<file path="src/rtl/core/dbm_ram.sv">
module dbm_ram #(
	parameter int Width = 16,
	parameter int Depth = 128
) (
	input logic clk,
	input logic we,
	input logic [$clog2(Depth)-1:0] waddr,
	input logic [Width-1:0] wdata,
	input logic [$clog2(Depth)-1:0] raddr,
	output logic [Width-1:0] rdata
);
	logic [Width-1:0] mem [Depth];

	always_ff @(posedge clk) begin
		if (we) begin
			mem[waddr] <= wdata;
		end
		rdata <= mem[raddr];
	end
endmodule

</file>
<file path="config.mk">
export PLATFORM = sky130hd
export DESIGN_NAME = dbm_ram
export DESIGN_NICKNAME = d
export VERILOG_FILES = /design/src/rtl/core/dbm_ram.sv
export SDC_FILE = /design/constraint.sdc
export NUM_CORES = 2
export LEC_CHECK = 0
export BUFFER_PORTS_ARGS = -buffer_cell sky130_fd_sc_hd__buf_4
export CAP_MARGIN = 40
export CORE_MARGIN = 5
export CORE_UTILIZATION = 45
export CTS_CLUSTER_SIZE = 24
export DETAILED_ROUTE_END_ITERATION = 8
export MAX_ROUTING_LAYER = met4
export PLACE_DENSITY = 0.61
export RECOVER_POWER = 100
export SLEW_MARGIN = 20
export SYNTH_ARGS = -nofsm -noshare
export SYNTH_HDL_FRONTEND = slang
export SYNTH_SLANG_ARGS = --single-unit
</file>
<file path="constraint.sdc">
create_clock -name clk -period 3.6 [get_ports clk]
set_clock_uncertainty 0.2 [all_clocks]
set_input_delay 0.9 -clock clk [delete_from_list [all_inputs] [get_ports clk]]
set_output_delay 0.9 -clock clk [all_outputs]
set_load 0.01 [all_outputs]
</file>
Word level (Yosys, flattened, before mapping). Memory sizes are Yosys's and may differ from the RTL's. A register that Yosys moved wholly into a read port is not among the register bits. Cells that the tools add are included.

Add/sub/neg operators: 0. Multipliers: 0. Div/mod/pow operators: 0. $lt $le $gt $ge: 0. Equality and inequality tests: 0. Shifts and indexed selects: 0. Mux-type cells: 2. Bitwise gates (word level): 0. Reduce and logical (&&, ||, !) cells: 0.

Operators by type and width (number): 1-bit two-way mux (2).

Bits in registers: 0. Latch bits: 0. Bits in writable memories: 2048. Memory bits (read-only): 0. Input port bits: 32. Output and inout port bits: 16. Logic and storage cells: 3. Memories kept: 1.

Memory list: mem (depth 128, bits a word 16, rd ports 1, clocked after memory_dff 1, write ports 1, RTL line 12) `logic [Width-1:0] mem [Depth];`.

Longest topological paths before layout.
Depth in word-level cells: 2. Depth in mapped cells: 7. Gate-level depth less buffers: 4.

Worst setup path before layout. OpenSTA, ideal clock, no wires.

Kind: input to register. Start: input raddr[0]. End: register rdata[0] (read register of mem). Library setup time: 0.121 ns. Arrival: 3.274 ns. Required time: 3.279 ns. Setup slack: 0.005 ns. Stages: 6. Buffers on the path: 2. Cells stage by stage: buf_2 -> buf_1 -> mux4_2 -> mux4_2 -> mux4_2 -> mux2_2.

RTL lines: from (decl) (RTL line 9) `input logic [$clog2(Depth)-1:0] raddr,`; to (decl) (RTL line 10) `output logic [Width-1:0] rdata`.

==> impl_metrics.py <==
metrics = {
    "clocking": {
        "cts_inserted_buffers": 200,
        "clk_pin_slew_ns": 0.06,
        "cts-root-buf": "clkbuf_16",
        "cts_post_setup_buffers_inserted": 0,
        "cts.sink_count": 2064,
        "cts_tree": "done",
        "clk_path_buf_depth": 3,
        "ctsHoldBuffers": 0,
        "cts_resized": 0,
        "htree_levels": 4,
        "insertion_delay_ns": 0.85,
    },
    "synthesis": {
        "synth_cells": 3086,
        "syn_nets": 3118,
        "synth_seq_area_share_pct": 78.7,
        "synth.distinct_cells": 17,
        "ys_ff_latch": 2064,
        "syn_area_um2": 78500,
        "synth_warnings": 0,
        "synth_area_per_cell_um2": 25.4,
    },
    "sta": {
        "finalSetupViolCount": 0,
        "whs_ns": 0.364,
        "post-route-period-util_pct": 91.4,
        "clock.fmax_mhz": 304,
        "worstMarginPinSlew_ns": 2.98,
        "relSlewSlack_pct": -98.5,
        "final.min_clock_period_ns": 3.29,
        "finalHoldViolations": 0,
        "final.setup.tns_ns": 0,
        "report.final.slew_viol_count": 1188,
        "rsz0062_at_grt": "false",
    },
    "min_path": {
        "min_to": "rdata[10]$_DFF_P_",
        "min_from": "raddr[5]",
        "hold_path_depth": 2,
        "worstHoldPathType": "in -> reg",
    },
    "run_status": {
        "status": "finished, violations left",
        "violations": "capacitance limit, slew limit",
    },
    "setup_path": {
        "critPathArrivalTime_ns": 3.81,
        "cp_top_family": "multiplexers",
        "slowest_stage": "mux4_2",
        "slowest_delay_ns": 0.60,
        "crit_required_ns": 4.12,
        "cpMostUsedCell": "mux4_2",
        "r2r-start": "mem[23][10]$_DFFE_PP_",
        "startpoint": "raddr[0]",
        "r2r-end": "rdata[10]$_DFF_P_",
        "crit_buf_inv": 4,
        "r2r_cells": 4,
        "path_cells": "buf_8 > buf_12 > buf_12 > clkbuf_1 > mux4_2 > mux4_2 > mux4_2 > mux2_2",
        "endpoint_kind": "flop",
        "r2r_setup_slack_ns": 0.89,
        "crit_path_start_kind": "input port",
        "crit_fanout": 15,
        "critical_path_class": "in -> reg",
    },
    "die": {
        "pin_count": 48,
        "die_width_um": 428,
        "die_area_um2": 183000,
        "start_util_pct": 45.2,
        "core_area_um2": 174000,
        "placementRows": 153,
        "dieHeight_um": 428,
    },
    "power_and_ir_drop": {
        "p_per_area_nw_per_um2": 554,
        "power.leakage_uw": 0.0277,
        "ir_drop_mv": 0.525,
        "finalPower_uw": 50100,
    },
    "global_routing": {
        "overflow": 0,
        "grt_pass1_vias": 36700,
        "grt_pass1_wl_um": 271000,
        "grt.total_usage_pct": 21.7,
        "grt_max_degree": 97,
        "antenna_found_initial": 25,
    },
    "finish": {
        "areaGrowthSynthToFinish_pct": 15.2,
        "drive_gt1_share_pct": 32.2,
        "fin_area_um2": 90500,
        "layout.cells.non_filler": 6031,
        "mostFrequentLayoutCells": "edfxtp_1, mux4_2, clkbuf_1, clkbuf_16, nor2_1",
        "final_common_cell": "edfxtp_1",
        "fin_nets": 3550,
    },
    "drt": {
        "vias": 35500,
        "routed_via_density": 5.88,
        "wl_per_cell_um": 31.5,
        "wl_um": 190000,
        "antenna_left": 0,
        "drtIter0Drc": 3787,
        "drc": 0,
        "dr.pass1.iters": 5,
    },
    "place": {
        "postPlaceCellArea_um2": 85100,
        "port_buffers": 47,
        "placed_cells": 5639,
        "gp_congestion": 0.848,
        "dp_hpwl_um": 116000,
    },
    "run": {
        "drv_cap": 38,
    },
}
-- final cells by class --
| class | count | area, µm² |
|---|---|---|
| clock buffers | 228 | 5110 |
| well taps | 2325 | 2910 |
| multi-input cells | 858 | 16000 |
| repair buffers | 394 | 3070 |
| clock inverters | 151 | 1530 |
| fillers | 13200 | 83200 |
| diodes | 11 | 27.5 |
| flip-flops and latches | 2064 | 61800 |
-- metrics by stage --
step / utilization (%) / setup WS, ns
floorplan: - / 0.00494
CTS: 52.8 / 0.579
global route: 52.1 / 0.278
detailed placement: 49.0 / -0.323
global placement: 49.0 / -0.344
finish: 52.1 / 0.308
-- registers in the layout (all words and copies together) (netlist names) --
name and flops:
mem 2048, rdata 16
-- synthesized netlist by cell type, drive strengths merged --
library cell	number	area, µm²
buf	82	384
clkbuf	82	308
dfxtp	16	320
edfxtp	2048	61500
mux2	16	180
mux4	672	15100
nand2	14	52.6
nand2b	2	12.5
nand3	12	60.1
nand4	3	18.8
nor2	122	458
nor2b	7	43.8
nor3	9	45.0
or3	1	6.26
-- layer usage --
layer	GRT usage [%]	share of wire [%]
met1	28.0	39
met5	-	0
met3	4.82	7.8
met4	7.36	3.6
met2	34.5	50
-- where the power goes --
| part | internal (µW) | switching, µW | leakage (µW) |
|---|---|---|---|
| Clock | 11900 | 9020 | 0.00322 |
| Sequential | 26600 | 74.4 | 0.0185 |
| Combinational | 1120 | 1470 | 0.00597 |
| Total | 39500 | 10600 | 0.0277 |
-- cell families after synthesis --
| group | synth area share (%) |
|---|---|
| buffers and inverters | 0.881 |
| flip-flops | 78.7 |
| multiplexers | 19.5 |
| AND/OR/NAND/NOR | 0.888 |
-- worst max path at each step --
stage | endpoint | cells after the start
6_report | rdata[3]$_DFF_P_ | 8
3_5_place_dp | rdata[1]$_DFF_P_ | 7
5_1_grt | mem[67][8]$_DFFE_PP_ | 6
4_1_cts | rdata[1]$_DFF_P_ | 7
2_1_floorplan | rdata[0]$_DFF_P_ | 6
3_3_place_gp | rdata[1]$_DFF_P_ | 7
Power figures use the tool's default switching activity.
