--- config.mk ---
export PLATFORM = sky130hd
export DESIGN_NAME = dbm_score
export DESIGN_NICKNAME = d
export VERILOG_FILES = /design/src/rtl/core/dbm_pkg.sv /design/src/rtl/core/dbm_score.sv
export SDC_FILE = /design/constraint.sdc
export NUM_CORES = 1
export LEC_CHECK = 0
export BUFFER_PORTS_ARGS = -buffer_cell sky130_fd_sc_hd__buf_2
export CAP_MARGIN = 20
export CORE_MARGIN = 2
export CORE_UTILIZATION = 29
export CTS_CLUSTER_DIAMETER = 40
export DETAILED_ROUTE_END_ITERATION = 10
export GPL_TIMING_DRIVEN = 1
export PLACE_DENSITY_LB_ADDON = 0.3
export SYNTH_ARGS = -nofsm -noshare
export SYNTH_HDL_FRONTEND = slang
export SYNTH_SLANG_ARGS = --single-unit
--- constraint.sdc ---
create_clock -name clk -period 4.6 [get_ports clk]
set_clock_uncertainty 0.1 [all_clocks]
set_input_delay 0.69 -clock clk [delete_from_list [all_inputs] [get_ports clk]]
set_output_delay 0.69 -clock clk [all_outputs]
set_load 0.05 [all_outputs]
--- src/rtl/core/dbm_pkg.sv ---
package dbm_pkg;

	localparam int MaxRefs = 1024;
	localparam int MaxLen = 128;
	localparam int RefW = $clog2(MaxRefs);
	localparam int PosW = $clog2(MaxLen);
	localparam int CntW = RefW + 1;
	localparam int ElemAw = RefW + PosW;

	localparam logic [1:0] CMD_LOAD = 2'd0;
	localparam logic [1:0] CMD_QUERY = 2'd1;
	localparam logic [1:0] CMD_CLEAR = 2'd2;

	typedef struct packed {
		logic [3:0] time_oct;
		logic [3:0] depth_oct;
		logic [15:0] scope;
	} tag_t;

	typedef struct packed {
		logic start;
		logic [17:0] scope_sum;
		logic [47:0] dsum;
		logic tag_match;
	} score_req_t;

	typedef struct packed {
		logic done;
		logic [31:0] score;
	} score_rsp_t;

endpackage

--- src/rtl/core/dbm_score.sv ---
module dbm_score import dbm_pkg::*; (
	input logic clk,
	input logic arst_n,
	input score_req_t req,
	output logic busy,
	output score_rsp_t rsp
);
	typedef enum logic [3:0] {
		SC_IDLE = 4'b0001,
		SC_SQRT = 4'b0010,
		SC_DIV = 4'b0100,
		SC_DONE = 4'b1000
	} sc_state_t;

	sc_state_t state_q;
	logic [63:0] rad_q;
	logic [33:0] rem_q;
	logic [32:0] root_q;
	logic [5:0] cnt_q;
	logic [40:0] num_q;
	logic [33:0] den_q;
	logic [41:0] drem_q;
	logic [40:0] quo_q;
	logic tm_q;
	logic done_q;
	logic [31:0] score_q;

	logic [34:0] trial;
	logic [41:0] dshift;

	assign trial = {rem_q[32:0], rad_q[63:62]} - {root_q, 2'b01};
	assign dshift = {drem_q[40:0], num_q[40]};
	assign busy = state_q != SC_IDLE;
	assign rsp = {done_q, score_q};

	always_ff @(posedge clk or negedge arst_n) begin
		if (!arst_n) begin
			state_q <= SC_IDLE;
			done_q <= 1'b0;
		end else begin
			done_q <= 1'b0;
			case (state_q)
				SC_IDLE: begin
					if (req.start) begin
						state_q <= SC_SQRT;
					end
				end
				SC_SQRT: begin
					if (cnt_q == 6'd31) begin
						state_q <= SC_DIV;
					end
				end
				SC_DIV: begin
					if (cnt_q == 6'd40) begin
						state_q <= SC_DONE;
					end
				end
				SC_DONE: begin
					done_q <= 1'b1;
					state_q <= SC_IDLE;
				end
				default: state_q <= SC_IDLE;
			endcase
		end
	end

	always_ff @(posedge clk) begin
		case (state_q)
			SC_IDLE: begin
				rad_q <= {req.dsum, 16'd0};
				rem_q <= '0;
				root_q <= '0;
				cnt_q <= '0;
				tm_q <= req.tag_match;
				num_q <= {({2'd0, req.scope_sum} + {1'd0, req.scope_sum, 1'b0}), 21'd0};
				drem_q <= '0;
				quo_q <= '0;
			end
			SC_SQRT: begin
				rad_q <= {rad_q[61:0], 2'b00};
				if (!trial[34]) begin
					rem_q <= trial[33:0];
					root_q <= {root_q[31:0], 1'b1};
				end else begin
					rem_q <= {rem_q[31:0], rad_q[63:62]};
					root_q <= {root_q[31:0], 1'b0};
				end
				if (cnt_q == 6'd31) begin
					cnt_q <= '0;
					den_q <= 34'd256 + {1'b0, (!trial[34]) ? {root_q[31:0], 1'b1}
						: {root_q[31:0], 1'b0}};
				end else begin
					cnt_q <= cnt_q + 6'd1;
				end
			end
			SC_DIV: begin
				num_q <= {num_q[39:0], 1'b0};
				if (dshift >= {8'd0, den_q}) begin
					drem_q <= dshift - {8'd0, den_q};
					quo_q <= {quo_q[39:0], 1'b1};
				end else begin
					drem_q <= dshift;
					quo_q <= {quo_q[39:0], 1'b0};
				end
				cnt_q <= cnt_q + 6'd1;
			end
			SC_DONE: begin
				score_q <= tm_q ? quo_q[31:0] : 32'd0;
			end
			default: ;
		endcase
	end

`ifndef SYNTHESIS
	a_done_pulse: assert property (@(posedge clk) disable iff (!arst_n)
		rsp.done |=> !rsp.done) else $error("done not a pulse");
	a_done_from_done: assert property (@(posedge clk) disable iff (!arst_n)
		rsp.done |-> $past(state_q == SC_DONE)) else $error("stray done");
	a_no_start_busy: assert property (@(posedge clk) disable iff (!arst_n)
		state_q == SC_SQRT |-> !rsp.done) else $error("done while busy");
`endif
endmodule

---- Word level (Yosys, flattened, before mapping) ----
Index checks and enable logic that the tools add are counted.
storage, ports and cells
  RAM bits ................................ 0
  bits in latches ......................... 0
  memories ................................ 0
  ROM bits ................................ 0
  logic and storage cells ................. 50
  output and inout bits ................... 34
  input bits .............................. 70
  flip-flop bits (word level) ............. 322
operators by class
  bitwise operators ....................... 0
  mux-type cells .......................... 17
  add/subtract/negate cells ............... 5
  divide/modulo/power cells ............... 0
  equality and inequality tests ........... 10
  shifts and indexed selects .............. 0
  multipliers ............................. 0
  reduce and logical (&&, ||, !) cells .... 5
  $lt $le $gt $ge ......................... 1
operators with widths
  operator                                                                  count
  41-bit case mux with 2 select lines                                       2
  33-bit case mux with 2 select lines                                       2
  64-bit case mux with 2 select lines                                       1
  32-bit case mux with 2 select lines                                       1
  42-bit by 34-bit >= comparator with 1-bit output                          1
  41-bit two-way mux                                                        1
  41-bit by 34-bit subtractor with 41-bit output                            1
  35-bit subtractor                                                         1
  9-bit by 33-bit adder with 34-bit output (first input constant)           1
  33-bit two-way mux                                                        1
  18-bit by 19-bit adder with 20-bit output                                 1
  6-bit case mux with 3 select lines                                        1
  4-bit two-way mux                                                         3
  4-bit case mux with 3 select lines                                        1
  6-bit by 1-bit adder with 6-bit output (second input constant)            1
  6-bit by 5-bit equality test with 1-bit output (second input constant)    1
  6-bit equality test (second input constant)                               1
  6-bit two-way mux                                                         1
  2-bit inequality test (second input constant)                             3
  4-bit by 1-bit equality test with 1-bit output (second input constant)    1
  4-bit by 2-bit equality test with 1-bit output (second input constant)    1
  4-bit by 3-bit equality test with 1-bit output (second input constant)    1
  4-bit equality test (second input constant)                               1
  4-bit by 1-bit inequality test with 1-bit output (second input constant)  1
  5 further kinds                                                           8

---- Depth between registers and ports, before layout ----
  word-level depth ........................ 3
  depth in mapped cells ................... 15
  depth with buffers taken out ............ 14

---- Worst setup path before layout ----
No wires, ideal clock.
  path kind ............................... reg2reg
  start point ............................. reg state_q[0]
  end point ............................... reg rad_q[16] (enable)
  slack ................................... 0.021 ns
  arrival time ............................ 4.001 ns
  path buffers ............................ 1
  stages on the path, launching flop included .. 4
  required time ........................... 4.022 ns
  period minus slack after synthesis ...... 4.579 ns
  cell sequence ........................... dfstp_2 -> or4b_2 -> clkbuf_1 -> nand2_1
between the ends
  word-level cells in the longest chain between the ends .. 2
  elaborated cells between the ends (all ways) .. 3
  those cells by class .................... eq/ne: 2; reduce/logical: 1
ends and longest elaborated chain
  item                                                                                                                     line             RTL
  start, declared                                                                                                          dbm_score.sv:15  sc_state_t state_q;
  start signal, assigned                                                                                                   dbm_score.sv:38  state_q <= SC_IDLE;
  start signal, assigned                                                                                                   dbm_score.sv:45  state_q <= SC_SQRT;
  start signal, assigned                                                                                                   dbm_score.sv:50  state_q <= SC_DIV;
  4-bit by 2-bit equality test with 1-bit output / 4-bit by 1-bit equality test with 1-bit output (equally long branches)  dbm_score.sv:68  case (state_q)
  2-bit nonzero test (no source line) *                                                                                    --
  end signal, assigned                                                                                                     dbm_score.sv:70  rad_q <= {req.dsum, 16'd0};
  end signal, assigned                                                                                                     dbm_score.sv:80  rad_q <= {rad_q[61:0], 2'b00};
  end, declared                                                                                                            dbm_score.sv:16  logic [63:0] rad_q;
Every way passes the cells marked *; elsewhere a longest branch is shown, timed or not.
A chain may end at the register's enable or synchronous reset.

---- Final worst setup path ----
  start point ............................. reg root_q[17]
  end point ............................... reg rem_q[16] (data pin)
between the ends
  word-level cells in the longest chain between the ends .. 3
ends and longest elaborated chain
  item                                 line             RTL
  start, declared                      dbm_score.sv:18  logic [32:0] root_q;
  start signal, assigned               dbm_score.sv:83  root_q <= {root_q[31:0], 1'b1};
  start signal, assigned               dbm_score.sv:86  root_q <= {root_q[31:0], 1'b0};
  35-bit subtractor                    dbm_score.sv:31  assign trial = {rem_q[32:0], rad_q[63:62]} - {root_q, 2'b01};
  33-bit two-way mux                   dbm_score.sv:81  if (!trial[34]) begin
  33-bit case mux with 2 select lines  dbm_score.sv:68
  end signal, assigned                 dbm_score.sv:82  rem_q <= trial[33:0];
  end signal, assigned                 dbm_score.sv:85  rem_q <= {rem_q[31:0], rad_q[63:62]};
  end, declared                        dbm_score.sv:17  logic [33:0] rem_q;
No other way between the ends.

==> impl_metrics.csv <==
group,metric,value,unit
clocking,cts_buffers,44,
sta,worst_pin_slew,972,ps
yosys,synth_fp_nets,1730,
sta,rsz0062_at_grt,"false",
die,core,0.0554,mm2
die,io_pins,104,
yosys,yosys_register_bits,285,
critical_path,crit_required,4780,ps
power,powerDensity,752,mW/mm2
finish,fill_cells,5582,
critical_path,worst_setup_path_start_kind,"flop",
yosys,yosysWarnings,0,
critical_path,criticalPathCategory,"flop to flop",
drt,route.detailed.drc,0,
critical_path,crit_fanout,23,
critical_path,arrival,4050,ps
power,netSwitchingFraction,0.385,
finish,drive_gt1_frac,0.138,
global_route,antenna_found_initial,2,
finish,mostFrequentLayoutCell,"edfxtp_1",
critical_path,critical_path.endpoint_type,"flop",
placed_design,gp_congestion,0.795,
finish,area_growth,17.9,%
clocking,cts_tree,"done",
placed_design,dp.final_hpwl,24.4,mm
global_route,globalRoute.totalOverflow,0,
sta,finalSetupTns,0,ps
drt,routedWlPerCell,14.3,um
yosys,yosysSeqAreaShare,0.523,
power,clockPowerShare,0.238,
drt,drt_iter0_markers,689,
power,p_switching,5.57,mW
yosys,synth_ff_type,"edfxtp_1",
job,cap_violations,0,
critical_path,slowest_delay,660,ps
yosys,synth_area,0.0163,mm2
finish,final_cell_mix,"280 x edfxtp_1, 246 x nand2_1, 136 x nor2_1",
power,p_int,8.90,mW
die,die_area,0.0582,mm2
sta,worst_hold_slack,218,ps
global_route,grt_pass1_wl,57.7,mm
critical_path,cpMaxStageDelayCell,"xnor2_4",
placed_design,portBuffers,103,
power,pwr-share-seq,0.327,
sta,fin_crit,3870,ps
drt,avgViaCountPerCell,4.68,
die,num_rows,86,
global_route,grt_max_degree,67,
yosys,synth_enable_flop_cells,280,
clocking,clock_path_buffers,3,
power,power_leakage,7.76,nW
clocking,ctsResizeCount,0,
global_route,grt_pass1_vias,11400,
power,ir_drop,0.517,mV
clocking,clock_latency,560,ps
critical_path,critPathTopFamily,"simple AND/OR/NAND/NOR gates",
sta,hold_viol,0,
sta,fmax,0.258,GHz
critical_path,cp_num_buf_inv,2,
clocking,cts_max_level,2,
yosys,synth_area_per_cell,10.4,um2
yosys,ys_async_sr_fraction,0.0175,
clocking,clockRootBuffer,"clkbuf_16",
worst_hold_path,hp-class,"input pin to flop",
finish,nets,1835,
sta,final-max-slew-violation-count,0,
clocking,cts_sinks,285,
yosys,synthDistinctLibCells,79,
drt,ant_nets,0,
critical_path,critical_path.cell_chain,"inv_1 > ha_1 > a21oi_1 > o21ai_1 > nor4_2 > nor4_1 > or4b_1 > o211ai_2 > o21ai_2 > xnor2_4 > buf_12 > mux2i_1 > nor2_1",
run_status,status,"finished, final reports clean",
power,p_comb_frac,0.434,
sta,finalCritPeriodShare,0.841,
finish,n_antenna_cell,0,
die,die_h,241,um
die,die_x,241,um
drt,first_pass_iters,5,
sta,max_slew_margin,0.350,
clocking,clk_pin_slew,60,ps
yosys,netlist_instances,1569,
drt,routed_wl,35.0,mm
sta,finalSetupViolCount,0,
die,start_util,0.294,
global_route,grt_usage,0.121,
drt,num_vias,11500,
==> synthesized netlist by cell type (all sizes together) (5+ instances only) <==
library cell | number | share of area
edfxtp | 280 | 0.52
nand2 | 248 | 0.057
nor2 | 137 | 0.032
a21oi | 119 | 0.037
inv | 98 | 0.023
ha | 89 | 0.068
xnor2 | 73 | 0.040
and2 | 68 | 0.026
o21ai | 50 | 0.016
clkbuf | 47 | 0.011
a21o | 42 | 0.019
nand3 | 31 | 0.0095
xor2 | 30 | 0.016
mux2i | 27 | 0.017
nor3 | 23 | 0.0071
a211oi | 18 | 0.010
nand2b | 17 | 0.0071
nor2b | 17 | 0.0065
buf | 13 | 0.0058
nand4 | 13 | 0.0050
a31oi | 12 | 0.0059
o21a | 12 | 0.0055
o21bai | 11 | 0.0051
nor4 | 9 | 0.0038
or3 | 9 | 0.0034
o211ai | 8 | 0.0043
o31ai | 6 | 0.0028
and3 | 5 | 0.0019
==> flip-flops by register name (all words and copies together), names as in the netlist <==
name,cells
rem_q,33
drem_q,41
root_q,33
num_q,20
rad_q,48
den_q,34
cnt_q,6
state_q,4
done_q,1
score_q,32
quo_q,32
tm_q,1
==> power groups by stage <==
stage	clock [mW]	sequential (mW)	combinational, mW
global placement	0	4.78	6.26
global route	3.65	4.87	7.04
CTS	3.54	4.75	6.34
detailed placement	0	4.79	6.30
floorplan	0	4.70	5.05
finish	3.45	4.74	6.28
==> through the flow <==
stage               setup WS [ps]  area, um2  instances  total power [mW]   util
floorplan                    21.1      16300       1569              9.76      -
global placement              782      17700       2375              11.0  0.319
detailed placement            686      17700       2375              11.1  0.319
CTS                           678      19200       2457              14.6  0.347
global route                  444      19200       2457              15.6  0.347
finish                        731      19200       2457              14.5  0.347
==> kinds of logic (layout without fill, tap and decap cells) <==
logic type      after synthesis  count (layout)  synth area share
simple gates                597             597             0.169
compound gates              307             307             0.125
flops                       285             285             0.523
buf+inv                     158             298            0.0392
xor+xnor                    103             103            0.0557
fa+ha+maj                    91              91            0.0707
mux                          28              28            0.0173
==> cell type report <==
class	instances	area, um2	area share
Clock buffer	50	1130	0.0589
Tap cell	748	936	0.0487
Multi-Input combinational cell	1126	7200	0.374
Sequential cell	285	8530	0.444
Clock inverter	31	392	0.0204
Timing Repair Buffer	119	676	0.0351
Inverter	98	368	0.0191
==> repair_timing <==
action / CTS / global route
endpoints found under the hold margin: 4 / 0
setup buffers: 0 / 0
endpoints found under the setup margin: 0 / 0
hold buffers: 1 / 0
==> routing by layer <==
layer	up-vias	share of wire	track usage
li1	5790	-	-
met1	5391	0.50	0.172
met2	231	0.43	0.186
met3	74	0.045	0.0213
met4	2	0.026	0.0425
met5	-	0.00049	0
==> worst register-to-register path: cells and delay by family, from the launching register on <==
kind            cells  cell delay [ps]
simple gates        4              840
compound gates      4              650
fa+ha+maj           1              280
flops               1              400
buf+inv             2              430
xor+xnor            1              660
mux                 1              230
==> worst paths after layout <==
path,from,to,slack (ps),depth (start not counted)
worst max-delay path,root_q[17]$_SDFFCE_PN0P_,rem_q[16]$_SDFFCE_PN0P_,730,13
worst min-delay path,req[0],tm_q$_DFFE_PP_,220,1
worst max register to register,root_q[17]$_SDFFCE_PN0P_,rem_q[16]$_SDFFCE_PN0P_,730,13
worst min register to register,root_q[6]$_SDFFCE_PN0P_,den_q[7]$_DFFE_PP_,350,0
max in group asynchronous,arst_n,state_q[0]$_DFFE_PN1P_,3790,2
min in group asynchronous,arst_n,state_q[3]$_DFFE_PN0P_,390,2
Note: power is estimated with default switching activity, not from simulation.
